$ cat src/rtl/core/rtc3w_pkg.sv
`timescale 1ns / 1ps
// ----------------------------------------------------------------------------
// rtc3w_pkg
// Shared types and constants for the three-wire clock chip serial master.
// ----------------------------------------------------------------------------
package rtc3w_pkg;

  // input kind codes as they arrive on the port
  localparam logic [1:0] KIND_WRITE = 2'd0;
  localparam logic [1:0] KIND_READ  = 2'd1;
  localparam logic [1:0] KIND_TICK  = 2'd2;

  localparam logic [7:0] CMD_BASE     = 8'h80;
  localparam logic [7:0] BCD_SATURATE = 8'h99;
  localparam logic [7:0] BIN_MAX      = 8'd99;
  localparam logic [7:0] SECONDS_MASK = 8'h7F;
  localparam logic [2:0] LAST_BIT     = 3'd7;

  typedef enum logic [1:0] {
    OP_WRITE,
    OP_READ,
    OP_TICK,
    OP_NONE
  } op_t;

  typedef enum logic [1:0] {
    PH_IDLE,
    PH_CMD,
    PH_DATA
  } phase_t;

  // one classified word as it sits in the queue
  typedef struct packed {
    op_t        op;
    logic [7:0] command;
    logic [7:0] data;
    logic       convert;
    logic       seconds;
    logic       din;
  } rtc_item_t;

  typedef struct packed {
    logic       clock_out;
    logic       data_out;
    logic       data_drive;
    logic       chip_enable;
    logic       busy_res;
    logic       done_res;
    logic [7:0] read_result;
    logic       rejected;
  } rtc_result_t;

endpackage

$ cat src/rtl/core/three_wire_rtc_serial_master.sv
`timescale 1ns / 1ps
// ----------------------------------------------------------------------------
// three_wire_rtc_serial_master
// Three-wire serial master for a clock chip, paced by tick words.
//
//   channel  signals                                       handshake
//   input    kind reg_number write_data convert_bcd data_in in_valid/in_ready
//   output   clock_out ... rejected                        out_valid/out_ready
//   config   cfg_data (half period in ticks)               cfg_we, no wait
//
// One word per cycle while the output is not stalled; a word's result reaches
// the output through the queue, then the sequencer output register.
// The sequencer takes one queued word per cycle whenever the output register
// is empty or being drained.
// Synchronous reset clears the queue and the sequencer and sets the half period to 1.
// A stalled output holds the sequencer; the queue then fills and drops in_ready.
// ----------------------------------------------------------------------------
module three_wire_rtc_serial_master
  import rtc3w_pkg::*;
#(
  parameter int QUEUE_DEPTH = 2
) (
  input  logic        clk,
  input  logic        rst,
  input  logic        cfg_we,
  input  logic [15:0] cfg_data,
  input  logic        in_valid,
  output logic        in_ready,
  input  logic [1:0]  kind,
  input  logic [4:0]  reg_number,
  input  logic [7:0]  write_data,
  input  logic        convert_bcd,
  input  logic        data_in,
  output logic        out_valid,
  input  logic        out_ready,
  output logic        clock_out,
  output logic        data_out,
  output logic        data_drive,
  output logic        chip_enable,
  output logic        busy_res,
  output logic        done_res,
  output logic [7:0]  read_result,
  output logic        rejected
);

  logic        push_valid;
  logic        push_ready;
  rtc_item_t   push_item;
  logic        pop_valid;
  logic        pop_ready;
  rtc_item_t   pop_item;
  rtc_result_t res;

  rtc3w_front u_front (
    .in_valid   (in_valid),
    .in_ready   (in_ready),
    .kind       (kind),
    .reg_number (reg_number),
    .write_data (write_data),
    .convert_bcd(convert_bcd),
    .data_in    (data_in),
    .push_valid (push_valid),
    .push_ready (push_ready),
    .push_item  (push_item)
  );

  rtc3w_queue #(
    .DEPTH(QUEUE_DEPTH)
  ) u_queue (
    .clk       (clk),
    .rst       (rst),
    .push_valid(push_valid),
    .push_ready(push_ready),
    .push_item (push_item),
    .pop_valid (pop_valid),
    .pop_ready (pop_ready),
    .pop_item  (pop_item)
  );

  rtc3w_back u_back (
    .clk      (clk),
    .rst      (rst),
    .cfg_we   (cfg_we),
    .cfg_data (cfg_data),
    .pop_valid(pop_valid),
    .pop_ready(pop_ready),
    .pop_item (pop_item),
    .res_valid(out_valid),
    .res_ready(out_ready),
    .res      (res)
  );

  assign clock_out   = res.clock_out;
  assign data_out    = res.data_out;
  assign data_drive  = res.data_drive;
  assign chip_enable = res.chip_enable;
  assign busy_res    = res.busy_res;
  assign done_res    = res.done_res;
  assign read_result = res.read_result;
  assign rejected    = res.rejected;

endmodule

$ cat src/rtl/core/rtc3w_front.sv
`timescale 1ns / 1ps
// ----------------------------------------------------------------------------
// rtc3w_front
// Classifies incoming words and builds command and write bytes for the queue.
// ----------------------------------------------------------------------------
module rtc3w_front
  import rtc3w_pkg::*;
(
  input  logic       in_valid,
  output logic       in_ready,
  input  logic [1:0] kind,
  input  logic [4:0] reg_number,
  input  logic [7:0] write_data,
  input  logic       convert_bcd,
  input  logic       data_in,
  output logic       push_valid,
  input  logic       push_ready,
  output rtc_item_t  push_item
);

  logic [15:0] tens_prod;
  logic [3:0]  tens;
  logic [7:0]  ones_full;
  logic [7:0]  bcd_value;
  op_t         op;

  // divide by ten via reciprocal, exact for values up to 99
  assign tens_prod = {8'd0, write_data} * 16'd205;
  assign tens      = tens_prod[14:11];
  assign ones_full = write_data - ({1'b0, tens, 3'b000} + {3'b000, tens, 1'b0});
  assign bcd_value = (write_data > BIN_MAX) ? BCD_SATURATE : {tens, ones_full[3:0]};

  always_comb begin
    unique case (kind)
      KIND_WRITE: op = OP_WRITE;
      KIND_READ:  op = OP_READ;
      KIND_TICK:  op = OP_TICK;
      default:    op = OP_NONE;
    endcase
  end

  always_comb begin
    push_item.op      = op;
    push_item.command = CMD_BASE | {2'b00, reg_number, 1'b0} | {7'd0, kind[0]};
    push_item.convert = convert_bcd;
    push_item.seconds = (reg_number == 5'd0);
    push_item.din     = data_in;
    if (op == OP_READ) begin
      push_item.data = 8'd0;
    end else if (convert_bcd) begin
      push_item.data = bcd_value;
    end else begin
      push_item.data = write_data;
    end
  end

  assign push_valid = in_valid;
  assign in_ready   = push_ready;

endmodule

$ cat src/rtl/core/rtc3w_queue.sv
`timescale 1ns / 1ps
// ----------------------------------------------------------------------------
// rtc3w_queue
// Short first-in first-out queue between the front and the back.
// ----------------------------------------------------------------------------
module rtc3w_queue
  import rtc3w_pkg::*;
#(
  parameter int DEPTH = 2
) (
  input  logic      clk,
  input  logic      rst,
  input  logic      push_valid,
  output logic      push_ready,
  input  rtc_item_t push_item,
  output logic      pop_valid,
  input  logic      pop_ready,
  output rtc_item_t pop_item
);

  localparam int PTR_W = (DEPTH > 1) ? $clog2(DEPTH) : 1;
  localparam int CNT_W = $clog2(DEPTH + 1);

  rtc_item_t          slots [DEPTH];
  logic [PTR_W-1:0]   wr_ptr;
  logic [PTR_W-1:0]   rd_ptr;
  logic [CNT_W-1:0]   count;
  logic               do_push;
  logic               do_pop;

  assign push_ready = (count != CNT_W'(DEPTH));
  assign pop_valid  = (count != '0);
  assign pop_item   = slots[rd_ptr];
  assign do_push    = push_valid && push_ready;
  assign do_pop     = pop_valid && pop_ready;

  always_ff @(posedge clk) begin
    if (do_push) begin
      slots[wr_ptr] <= push_item;
    end
  end

  always_ff @(posedge clk) begin
    if (rst) begin
      wr_ptr <= '0;
      rd_ptr <= '0;
      count  <= '0;
    end else begin
      if (do_push) begin
        wr_ptr <= (wr_ptr == PTR_W'(DEPTH - 1)) ? '0 : wr_ptr + 1'b1;
      end
      if (do_pop) begin
        rd_ptr <= (rd_ptr == PTR_W'(DEPTH - 1)) ? '0 : rd_ptr + 1'b1;
      end
      if (do_push && !do_pop) begin
        count <= count + 1'b1;
      end else if (do_pop && !do_push) begin
        count <= count - 1'b1;
      end
    end
  end

endmodule

$ cat src/rtl/core/rtc3w_back.sv
`timescale 1ns / 1ps
// ----------------------------------------------------------------------------
// rtc3w_back
// Serial sequencer: one queued word per cycle while the output register is free, results into it.
// ----------------------------------------------------------------------------
module rtc3w_back
  import rtc3w_pkg::*;
(
  input  logic        clk,
  input  logic        rst,
  input  logic        cfg_we,
  input  logic [15:0] cfg_data,
  input  logic        pop_valid,
  output logic        pop_ready,
  input  rtc_item_t   pop_item,
  output logic        res_valid,
  input  logic        res_ready,
  output rtc_result_t res
);

  phase_t      phase, phase_next;
  logic [2:0]  bit_count, bit_count_next;
  logic        clock_level, clock_level_next;
  logic [15:0] tick_count, tick_count_next;
  logic [7:0]  command_shift, command_shift_next;
  logic [7:0]  data_shift, data_shift_next;
  logic        is_read, is_read_next;
  logic        do_convert, do_convert_next;
  logic        seconds_target, seconds_target_next;
  logic        enable_level, enable_level_next;
  logic        drive_level, drive_level_next;
  logic [15:0] half_period_ticks;

  logic        step;
  logic        busy;
  logic        busy_next;
  logic [15:0] hp;
  logic [15:0] tick_inc;
  logic [7:0]  masked;
  logic [7:0]  decoded;
  logic        done;
  logic        rej;
  logic [7:0]  result;
  logic        dout;
  rtc_result_t res_next;

  assign step      = pop_valid && (!res_valid || res_ready);
  assign pop_ready = !res_valid || res_ready;
  assign busy      = (phase != PH_IDLE);
  assign hp        = (half_period_ticks == 16'd0) ? 16'd1 : half_period_ticks;
  assign tick_inc  = tick_count + 16'd1;

  // bcd to binary: low nibble plus ten times high nibble
  assign masked  = seconds_target ? (data_shift & SECONDS_MASK) : data_shift;
  assign decoded = {4'd0, masked[3:0]} + {1'b0, masked[7:4], 3'b000}
                 + {3'b000, masked[7:4], 1'b0};

  always_comb begin
    phase_next          = phase;
    bit_count_next      = bit_count;
    clock_level_next    = clock_level;
    tick_count_next     = tick_count;
    command_shift_next  = command_shift;
    data_shift_next     = data_shift;
    is_read_next        = is_read;
    do_convert_next     = do_convert;
    seconds_target_next = seconds_target;
    enable_level_next   = enable_level;
    drive_level_next    = drive_level;
    done                = 1'b0;
    rej                 = 1'b0;
    result              = 8'd0;

    unique case (pop_item.op)
      OP_WRITE, OP_READ: begin
        if (busy) begin
          rej = 1'b1;
        end else begin
          is_read_next        = (pop_item.op == OP_READ);
          do_convert_next     = pop_item.convert;
          seconds_target_next = pop_item.seconds;
          command_shift_next  = pop_item.command;
          data_shift_next     = pop_item.data;
          enable_level_next   = 1'b1;
          drive_level_next    = 1'b1;
          clock_level_next    = 1'b0;
          tick_count_next     = 16'd0;
          bit_count_next      = 3'd0;
          phase_next          = PH_CMD;
        end
      end
      OP_TICK: begin
        if (busy) begin
          if (tick_inc >= hp) begin
            tick_count_next = 16'd0;
            if (!clock_level) begin
              // rising edge: sample the line on reads
              if (phase == PH_DATA && is_read) begin
                data_shift_next = {pop_item.din, data_shift[7:1]};
              end
              clock_level_next = 1'b1;
            end else begin
              clock_level_next = 1'b0;
              if (phase == PH_CMD) begin
                command_shift_next = {1'b0, command_shift[7:1]};
              end else if (!is_read) begin
                data_shift_next = {1'b0, data_shift[7:1]};
              end
              if (bit_count == LAST_BIT) begin
                bit_count_next = 3'd0;
                if (phase == PH_CMD) begin
                  phase_next = PH_DATA;
                  if (is_read) begin
                    drive_level_next = 1'b0;
                  end
                end else begin
                  if (is_read) begin
                    result = do_convert ? decoded : data_shift;
                  end
                  done              = 1'b1;
                  phase_next        = PH_IDLE;
                  enable_level_next = 1'b0;
                  drive_level_next  = 1'b1;
                end
              end else begin
                bit_count_next = bit_count + 3'd1;
              end
            end
          end else begin
            tick_count_next = tick_inc;
          end
        end
      end
      default: begin
      end
    endcase
  end

  assign busy_next = (phase_next != PH_IDLE);

  always_comb begin
    dout = 1'b0;
    if (busy_next && drive_level_next) begin
      dout = (phase_next == PH_CMD) ? command_shift_next[0] : data_shift_next[0];
    end
    res_next.clock_out   = clock_level_next;
    res_next.data_out    = dout;
    res_next.data_drive  = drive_level_next;
    res_next.chip_enable = enable_level_next;
    res_next.busy_res    = busy_next;
    res_next.done_res    = done;
    res_next.read_result = result;
    res_next.rejected    = rej;
  end

  always_ff @(posedge clk) begin
    if (rst) begin
      phase <= PH_IDLE;
    end else if (step) begin
      phase <= phase_next;
    end
  end

  always_ff @(posedge clk) begin
    if (rst) begin
      bit_count         <= 3'd0;
      clock_level       <= 1'b0;
      tick_count        <= 16'd0;
      enable_level      <= 1'b0;
      drive_level       <= 1'b1;
      half_period_ticks <= 16'd1;
      res_valid         <= 1'b0;
    end else begin
      if (cfg_we) begin
        half_period_ticks <= cfg_data;
      end
      if (step) begin
        bit_count    <= bit_count_next;
        clock_level  <= clock_level_next;
        tick_count   <= tick_count_next;
        enable_level <= enable_level_next;
        drive_level  <= drive_level_next;
        res_valid    <= 1'b1;
      end else if (res_ready) begin
        res_valid <= 1'b0;
      end
    end
  end

  always_ff @(posedge clk) begin
    if (step) begin
      command_shift  <= command_shift_next;
      data_shift     <= data_shift_next;
      is_read        <= is_read_next;
      do_convert     <= do_convert_next;
      seconds_target <= seconds_target_next;
      res            <= res_next;
    end
  end

endmodule
$ cat config.mk
export PLATFORM = sky130hd
export DESIGN_NAME = three_wire_rtc_serial_master
export DESIGN_NICKNAME = d
export VERILOG_FILES = /design/src/rtl/core/rtc3w_pkg.sv /design/src/rtl/core/three_wire_rtc_serial_master.sv /design/src/rtl/core/rtc3w_front.sv /design/src/rtl/core/rtc3w_queue.sv /design/src/rtl/core/rtc3w_back.sv
export SDC_FILE = /design/constraint.sdc
export NUM_CORES = 1
export LEC_CHECK = 0
export BUFFER_PORTS_ARGS = -buffer_cell sky130_fd_sc_hd__buf_2
export CAP_MARGIN = 10
export CELL_PAD_IN_SITES_DETAIL_PLACEMENT = 1
export CELL_PAD_IN_SITES_GLOBAL_PLACEMENT = 1
export CORE_ASPECT_RATIO = 2
export CORE_MARGIN = 8
export CORE_UTILIZATION = 52
export CTS_CLUSTER_SIZE = 20
export DETAILED_ROUTE_END_ITERATION = 8
export PLACE_DENSITY_LB_ADDON = 0.1
export SYNTH_ARGS = -nofsm -noshare
export SYNTH_HDL_FRONTEND = slang
export SYNTH_SLANG_ARGS = --single-unit
export TNS_END_PERCENT = 5
$ cat constraint.sdc
create_clock -name clk -period 7.1 [get_ports clk]
set_input_delay 0 -clock clk [delete_from_list [all_inputs] [get_ports clk]]
set_output_delay 0 -clock clk [all_outputs]
set_load 0.02 [all_outputs]
==> results.ini <==
[synth]
synth_area_mm2 = 0.00692
synthFlopType = edfxtp_1
yosysUniqueCellTypes = 63
async_flop_share = 0
netlist_instances = 645
syn-mean-instance-area_um2 = 10.7
synthesis.nets = 769
yosysSeqAreaShare = 0.445
synth-edff-count = 72
yosysWarnings = 0
ys_ff_latch = 118

[sta]
fmax_mhz = 217
worst_slew_pin_slew_ns = 0.936
hold_viol = 0
setup_tns_ns = 0
rsz0062_at_grt = false
finalCriticalPeriod_ns = 4.60
worst_clock_skew_ns = 0.0105
finalSetupViolations = 0
relSlewSlack = 0.375
min_period_over_period = 0.648
drv_slew = 0

[run_status]
status = finished clean

[floorplan]
die-area_mm2 = 0.0175
dieHeight_um = 179
initial_core_util = 0.533
core_area_mm2 = 0.0130
num_rows = 59
ios = 55
die_x_um = 97.6

[route]
met2WireLength_um = 11700
drc_errors = 0
num_vias = 5145
firstDrtPassIters = 4
drtIter0Drc = 175
finalWirelength_um = 18700
via_per_inst = 5.75
top_layer_used = met4
wl_per_cell_um = 20.9
drt.antenna.violating_nets = 0
wl_met3_um = 459
wl_met1_um = 5520

[finish]
diodes = 0
final_common_cell = nor2_1
drive_gt1_frac = 0.147
syn2layout_area_growth_pct = 18.1
final_cell_mix = nor2_1, ha_1, edfxtp_1, inv_1, buf_2
nFillCells = 1394
finalNonFillerCells = 895
final_nets = 854

[critical_path]
rrSetupSlack_ns = 2.56
cpPeakStageDelay_ns = 0.56
critPathKind = primary input to flip-flop
crit_fanout = 6
crit_arrival_ns = 4.86
worstPathCellList = buf_2 > inv_1 > ha_1 > inv_1 > ha_1 > inv_1 > fa_1 > fa_1 > inv_1 > ha_1 > nand4_1 > o211ai_1 > o31a_1 > a21oi_1 > xnor2_1 > ha_1 > xor2_1 > xnor3_1 > a21oi_1
r2r-end = u_back.command_shift[1]
cp-end-kind = flip-flop
cp_data_required_time_ns = 7.35
worst_setup_path_start_kind = primary input
cp_slowest_cell = fa_1
reg2reg_depth = 13
r2r-start = u_back.tick_count[0]
critPathLaunch = write_data[0]

[run]
cap_violations = 0

[global_routing]
grt_max_degree = 32
grt_pass1_wl_um = 29600
grt_usage = 0.221
grt_pass1_vias = 5898
overflow = 0
antenna_found_initial = 0

[min_path]
hold_depth = 3
hold_class = primary input to flip-flop
min_from = write_data[1]
min_to = u_queue.slots[1][4]

[cts]
hold_buffers = 27
root_buffer = clkbuf_16
cts_buffers = 17
clock_sinks = 118
clockBufferDepth = 2
cts-htree-levels = 4
clk_latency_ns = 0.41
cts_resized = 0
cts_tree = done
postCtsSetupRepairBufs = 0
clk_transition_reported_paths_ns = 0.06

[placement]
dp_hpwl_um = 14400
routabilityCongestion = 0.919
place_inst = 836
port-buffer-count = 54

[power_and_ir_drop]
power_density_mw_per_mm2 = 353
ir_drop_uv = 165
power_leakage_nw = 3.45

[cell usage after synthesis, types with 3 or more instances]
library cell	instances	area [um2]
and2_1	3	18.8
clkbuf_1	8	30.0
nand2_1	43	161
a211o_1	3	26.3
dfxtp_1	46	921
nand2b_1	9	56.3
nand3_1	11	55.1
buf_1	3	11.3
nor2_1	75	282
edfxtp_1	72	2160
mux2i_1	37	370
a21oi_1	29	145
nor2b_1	5	31.3
xor2_1	19	166
and3_1	3	18.8
fa_1	12	240
nor4_1	6	37.5
nor3_1	7	35.0
xnor2_1	29	254
o21ai_0	34	170
ha_1	74	926
nand4_1	7	43.8
a21o_1	4	30.0
inv_1	55	206
[area by class of cell]
class                      instances  area (um2)  area share
tap                              152         190      0.0233
clock buffer                      18         429      0.0525
multi-input combinational        455        3540       0.433
sequential                       118        3080       0.377
inverter                          55         206      0.0253
timing repair buffer              83         556      0.0680
clock inverter                    14         174      0.0213
[per-stage QoR]
| step | worst slack (ns) | hold WS, ns | area [um2] | utilization | total power, mW |
|---|---|---|---|---|---|
| 3_5_place_dp | 2.15 | 0.205 | 7300 | 0.562 | 2.00 |
| 2_1_floorplan | 3.14 | 0.0989 | 6920 | - | 1.69 |
| 3_3_place_gp | 2.25 | 0.201 | 7300 | 0.562 | 1.94 |
| 5_1_grt | 2.17 | 0.0697 | 8180 | 0.629 | 3.03 |
| 6_report | 2.50 | 0.0604 | 8180 | 0.629 | 2.89 |
| 4_1_cts | 2.47 | 0.0574 | 8180 | 0.629 | 2.91 |
[logic make-up (layout without fill, tap and decap cells)]
kind of cell,Yosys count,in the layout,synth area share
simple gates,183,183,0.128
flops,118,118,0.445
compound gates,97,97,0.0920
fa+ha+maj,86,86,0.169
buf+inv,72,170,0.0434
xor+xnor,49,49,0.0640
mux,40,40,0.0589
[report_power, final]
part | switching (mW) | internal [mW] | total, mW
combinational | 0.624 | 0.382 | 1.01
clock | 0.325 | 0.554 | 0.880
sequential | 0.0802 | 0.920 | 1.00
total | 1.03 | 1.86 | 2.89
[critical path: cells and delay by family]
| kind | cells | cell delay [ns] |
|---|---|---|
| buf+inv | 5 | 0.44 |
| xor+xnor | 3 | 0.99 |
| compound gates | 4 | 1.02 |
| simple gates | 1 | 0.11 |
| fa+ha+maj | 6 | 2.28 |
[how the worst max path moves through the flow]
stage | slack [ns] | end
2_1_floorplan | 3.14 | u_queue.slots[0][6]
3_3_place_gp | 2.25 | u_queue.slots[0][6]
3_5_place_dp | 2.15 | u_queue.slots[0][6]
4_1_cts | 2.47 | u_queue.slots[0][6]
5_1_grt | 2.17 | u_back.command_shift[1]
6_report | 2.50 | u_queue.slots[0][6]
[flip-flops by register name, summed over array words and instances (netlist names), named ones only]
register,count
u_queue.slots,38
u_back.half_period_ticks,16
u_back.tick_count,16
u_back.res,15
u_back.command_shift,8
u_back.data_shift,8
u_back.bit_count,3
u_back.phase,2
u_queue.count,2
u_back.clock_level,1
u_back.do_convert,1
u_back.drive_level,1
u_back.enable_level,1
u_back.is_read,1
u_back.res_valid,1
u_back.seconds_target,1
u_queue.rd_ptr,1
u_queue.wr_ptr,1
[metal layers]
layer,vias to the layer above,GRT usage
li1,2434,-
met1,2534,0.154
met2,117,0.481
met3,60,0.0386
met4,0,0.160
met5,-,0
Note: power is estimated with default switching activity, not from simulation.
